$ cat src/design/sid_pkg.sv
package sid_pkg;

  // Default operand and quotient width.
  localparam int unsigned DATA_WIDTH = 32;

  // Control bits that travel with each request along the cell chain.
  typedef struct packed {
    logic valid;  // stage holds a request
    logic neg;    // quotient must be negated at the end
    logic sat;    // divide by zero or overflow, quotient forced to max positive
  } sid_ctrl_t;

endpackage

$ cat src/design/sid_cell.sv
// One restoring division step: brings down the next dividend bit, tries to
// subtract the divisor and shifts the resulting quotient bit in.
module sid_cell #(
  parameter int unsigned W = sid_pkg::DATA_WIDTH
) (
  input  logic              clk_i,
  input  logic              rst_ni,
  input  logic              en_i,
  input  sid_pkg::sid_ctrl_t ctrl_i,
  input  logic [W-1:0]      rem_i,
  input  logic [W-1:0]      num_i,
  input  logic [W-1:0]      quo_i,
  input  logic [W-1:0]      den_i,
  output sid_pkg::sid_ctrl_t ctrl_o,
  output logic [W-1:0]      rem_o,
  output logic [W-1:0]      num_o,
  output logic [W-1:0]      quo_o,
  output logic [W-1:0]      den_o
);

  logic [W:0]   rem_sh;
  logic [W:0]   diff;
  logic         fits;
  logic [W-1:0] rem_d;

  // The partial remainder stays below the divisor, so the shifted value never
  // exceeds W bits and the top bit of the difference is the borrow.
  always_comb begin
    rem_sh = {rem_i, num_i[W-1]};
    diff   = rem_sh - {1'b0, den_i};
    fits   = ~diff[W];
    rem_d  = fits ? diff[W-1:0] : rem_sh[W-1:0];
  end

  // Control state is reset; the data path only moves with its request.
  always_ff @(posedge clk_i or negedge rst_ni) begin
    if (!rst_ni) begin
      ctrl_o <= '0;
    end else if (en_i) begin
      ctrl_o <= ctrl_i;
    end
  end

  always_ff @(posedge clk_i) begin
    if (en_i) begin
      rem_o <= rem_d;
      num_o <= {num_i[W-2:0], 1'b0};
      quo_o <= {quo_i[W-2:0], fits};
      den_o <= den_i;
    end
  end

endmodule

$ cat config.mk
export PLATFORM = sky130hd
export DESIGN_NAME = sid_cell
export DESIGN_NICKNAME = d
export VERILOG_FILES = /design/src/design/sid_pkg.sv /design/src/design/sid_cell.sv
export SDC_FILE = /design/constraint.sdc
export NUM_CORES = 1
export LEC_CHECK = 0
export BUFFER_PORTS_ARGS = -buffer_cell sky130_fd_sc_hd__buf_2
export CAP_MARGIN = 20
export CORE_AREA = 2 2 112 125
export CTS_CLUSTER_SIZE = 30
export DETAILED_ROUTE_END_ITERATION = 6
export DIE_AREA = 0 0 114 127
export GPL_TIMING_DRIVEN = 0
export PLACE_DENSITY = 0.85
export SLEW_MARGIN = 40
export SYNTH_ARGS = -nofsm -noshare
export SYNTH_HDL_FRONTEND = slang
export SYNTH_SLANG_ARGS = --single-unit
$ cat constraint.sdc
create_clock -name clk_i -period 0.8 [get_ports clk_i]
set_input_delay 0.16 -clock clk_i [delete_from_list [all_inputs] [get_ports clk_i]]
set_output_delay 0.16 -clock clk_i [all_outputs]
set_load 0.005 [all_outputs]
==> results by group <==
Placement
  – Setup WS pre-CTS: -2.501 ns
  – DP Wirelength: 13.85 mm
  – Final Wtd Congestion: 0.9107
  – I/O Buffers: 262
  – Area after DPL: ~8000 sq um

Synth
  – Post-synth top area share: 0.5971
  – Synth Register Bits: 130
  – Main flop type after synthesis: edfxtp_1
  – Synth warnings: 0
  – Post-Syn Instances: between 400 and 500
  – Async S/R FF share, synth: 0.02308
  – Commonest cells in the synthesized netlist: edfxtp_1 (127), nand2_1 (44), inv_1 (41)
  – Syn Area/Cell: 12.90 sq um
  – Library cells used by synthesis: 53
  – EDFF count, synth: around 130
  – Seq/Total Area, Yosys: 0.6088
  – Synth area leader: edfxtp_1
  – Synthesized cell area: 6387 sq um
  – Synth area leaders: edfxtp_1 (60%), ha_1 (6.3%), mux2_4 (4.2%)
  – Syn nets: 662
  – Most common cell in the synthesized netlist: edfxtp_1

Power and ir drop
  – Int Pwr: around 0.016 W
  – Static leakage: 4.574 nW
  – Combinational power share: 0.239
  – Switch share: 0.2693
  – VDD IR-drop max: about 1.3 mV
  – P per Cell Area: 2128 nW/um^2
  – P_sw: ~0.0059 W
  – Reg power frac: 0.391
  – Clock power frac: 0.370

Setup path
  – Crit end category: flip-flop
  – CP Launch Type: primary input
  – CP top delay family: compound AO/OA/AOI/OAI gates
  – Max stage delay on crit path: 0.37 ns
  – R2R Setup Slk: -0.09 ns
  – Worst Path Required: 0.96 ns
  – Critical path fanouts, max: 5
  – Cell Chain, Critical Path: buf_12 -> inv_12 -> ha_4 -> a21oi_4 -> o211ai_1 -> a221o_1 -> a211o_1 -> o21a_1 -> o211ai_4 -> inv_4 -> buf_12 -> buf_12 -> mux2_4
  – CP most frequent cell: buf_12
  – Crit path DAT: 2.55 ns
  – WP buf/inv: 5
  – Slowest CP cell: a221o_1
  – Worst setup path class: primary input to flip-flop

Timing
  – RSZ-0062 raised after global routing: yes
  – Endpoints failing hold: 0
  – Final setup viols: 166
  – Worst-Margin Slew: around 0.55 ns
  – Crit path time final: 2.389 ns
  – Final Cycle Share: 2.987
  – Slew headroom: 0.6321
  – Post-route setup TNS: -87.06 ns
  – PnR worst setup slack: -1.589 ns
  – Max Fclk: 418.5 MHz
  – Worst Clk Skew: 0 ns
  – Final Max Tran Viols: 0

Global routing
  – Initial antenna violation count: 3
  – Grt ovf: 0
  – Pin count of the biggest net entering global routing: between 70 and 80
  – Tot GR Track Use: 0.3040
  – Global-route wire length before repair: 32.93 mm
  – Vias in the first global route: 6124

Clock network
  – Reg clk slew, reported paths: 0.06 ns
  – Longest Clk Path Bufs: 2
  – Clk_lat worst skew: slightly above 0.4 ns
  – Htree depth: 4
  – CTS tree: built
  – Clock Root Buffer: clkbuf_16
  – CTS Buf Count: 17
  – Clock sinks: 130

Drt
  – Routed Antenna Nets: 0
  – Final wirelength: 23.02 mm
  – DR iter-0 viols: 547
  – # DRC: 0
  – Per-cell routed wire length: 21.35 um
  – Via density: 5.554
  – Via count: 5987
  – Pre-Repair DR Iteration Count: 5

Status
  – Status: finished, violations left
  – Failing checks: negative setup slack

Floorplan
  – Die Area: 14480 sq um
  – Initial core utilization: 0.4875
  – Die extent in y: 127 um
  – Ports: 265
  – FP Rows: between 40 and 50
  – Core ar.: 13100 sq um
  – Die width: 114 um

Run
  – Max Cap Viol: 0

Final layout
  – Area grow syn2layout: 60.63%
  – Design area: 10260 sq um
  – Final nets: 1069
  – Share of post-route cells with drive strength above 1: 0.4350

Min path
  – Hold WC Path Type: primary input to flip-flop
-- per-layer routing --
metal	routed length [um]	up-vias	track usage
met5	13	-	0
met4	1305	2	0.1822
met3	1905	94	0.08254
met2	11730	368	0.5347
met1	8069	2850	0.3246
li1	-	2673	-
-- worst min-delay path, cell delays in order --
cell and delay, ns:
buf_2 0.10, nand2_1 0.06, o41ai_2 0.05
-- layout make-up --
| type | count | area [sq um] |
|---|---|---|
| timing repair buffer | 396 | 2749 |
| antenna | 2 | 5.005 |
| inverter | 42 | 172.7 |
| clock inverter | 14 | 180.2 |
| clock buffer | 18 | 429.2 |
| multi-input combinational | 307 | 2556 |
| fill | 767 | 2843 |
| buffer | 8 | 77.57 |
| sequential | 130 | 3889 |
| tap | 161 | 201.4 |
-- path summary, 6_finish.rpt --
kind	cells after the start	start	to
max	13	den_i[16]	rem_o[10]
min	3	rem_i[26]	rem_o[27]
max reg2reg	2	ctrl_o[1]	ctrl_o[1]
min reg2reg	1	ctrl_o[2]	ctrl_o[2]
max in group asynchronous	2	rst_ni	ctrl_o[2]
min in group asynchronous	2	rst_ni	ctrl_o[0]
-- cells by family after synthesis --
logic type / count (synthesis) / synth area share
compound gates: 120 / 0.1248
xor+xnor: 24 / 0.03291
fa+ha+maj: 33 / 0.06582
buf+inv: 58 / 0.03839
flops: 130 / 0.6088
mux: 21 / 0.04760
other cells: 1 / 0.0005871
simple gates: 108 / 0.08110
-- flip-flops by register name, indices dropped and copies added, names as in the netlist --
register  cells
den_o        32
quo_o        32
rem_o        32
num_o        31
ctrl_o        3
-- through the flow --
step,utilization,hold slack [ns],instances,total power (W)
4_1_cts,0.7616,0.02363,1063,0.02127
2_1_floorplan,-,-0.1356,495,0.01070
5_1_grt,0.7830,0.04623,1078,0.02258
3_3_place_gp,0.6102,-0.04344,918,0.01231
6_report,0.7830,0.06166,1078,0.02183
3_5_place_dp,0.6131,-0.04177,919,0.01245
-- cell usage in the layout, fill, tap and decap left out, drive strengths merged, types with 6 or more instances in the layout --
| cell | netlist | final |
|---|---|---|
| clkbuf | 11 | 24 |
| o21a | 6 | 6 |
| nand3 | 11 | 11 |
| o211ai | 9 | 9 |
| nand2 | 44 | 44 |
| nand4 | 7 | 7 |
| and3 | 6 | 6 |
| xnor2 | 14 | 14 |
| mux2 | 21 | 21 |
| dlygate4sd3 | 0 | 98 |
| nor2 | 16 | 16 |
| a21o | 15 | 15 |
| buf | 5 | 300 |
| a21oi | 36 | 36 |
| xor2 | 10 | 10 |
| edfxtp | 127 | 127 |
| inv | 42 | 46 |
| o21ai | 24 | 24 |
| ha | 32 | 32 |
-- repair_timing --
action | in CTS | in global routing
hold buffers | 98 | 0
gates cloned | 2 | 2
hold endpoints to repair | 100 | 0
endpoints found under the setup margin | 237 | 201
resized for setup | 43 | 38
buffers inserted | 18 | 13
pin swaps | 16 | 20
-- power groups by stage --
stage                     combinational (W)  clock (W)  sequential (W)
final                               0.00523    0.00807         0.00853
after global routing                0.00555    0.00845         0.00858
after floorplan                     0.00198          0         0.00872
after global placement              0.00372          0         0.00859
after detailed placement            0.00384          0         0.00861
after CTS                           0.00474    0.00805         0.00848
(Power assumes the default switching activity.)
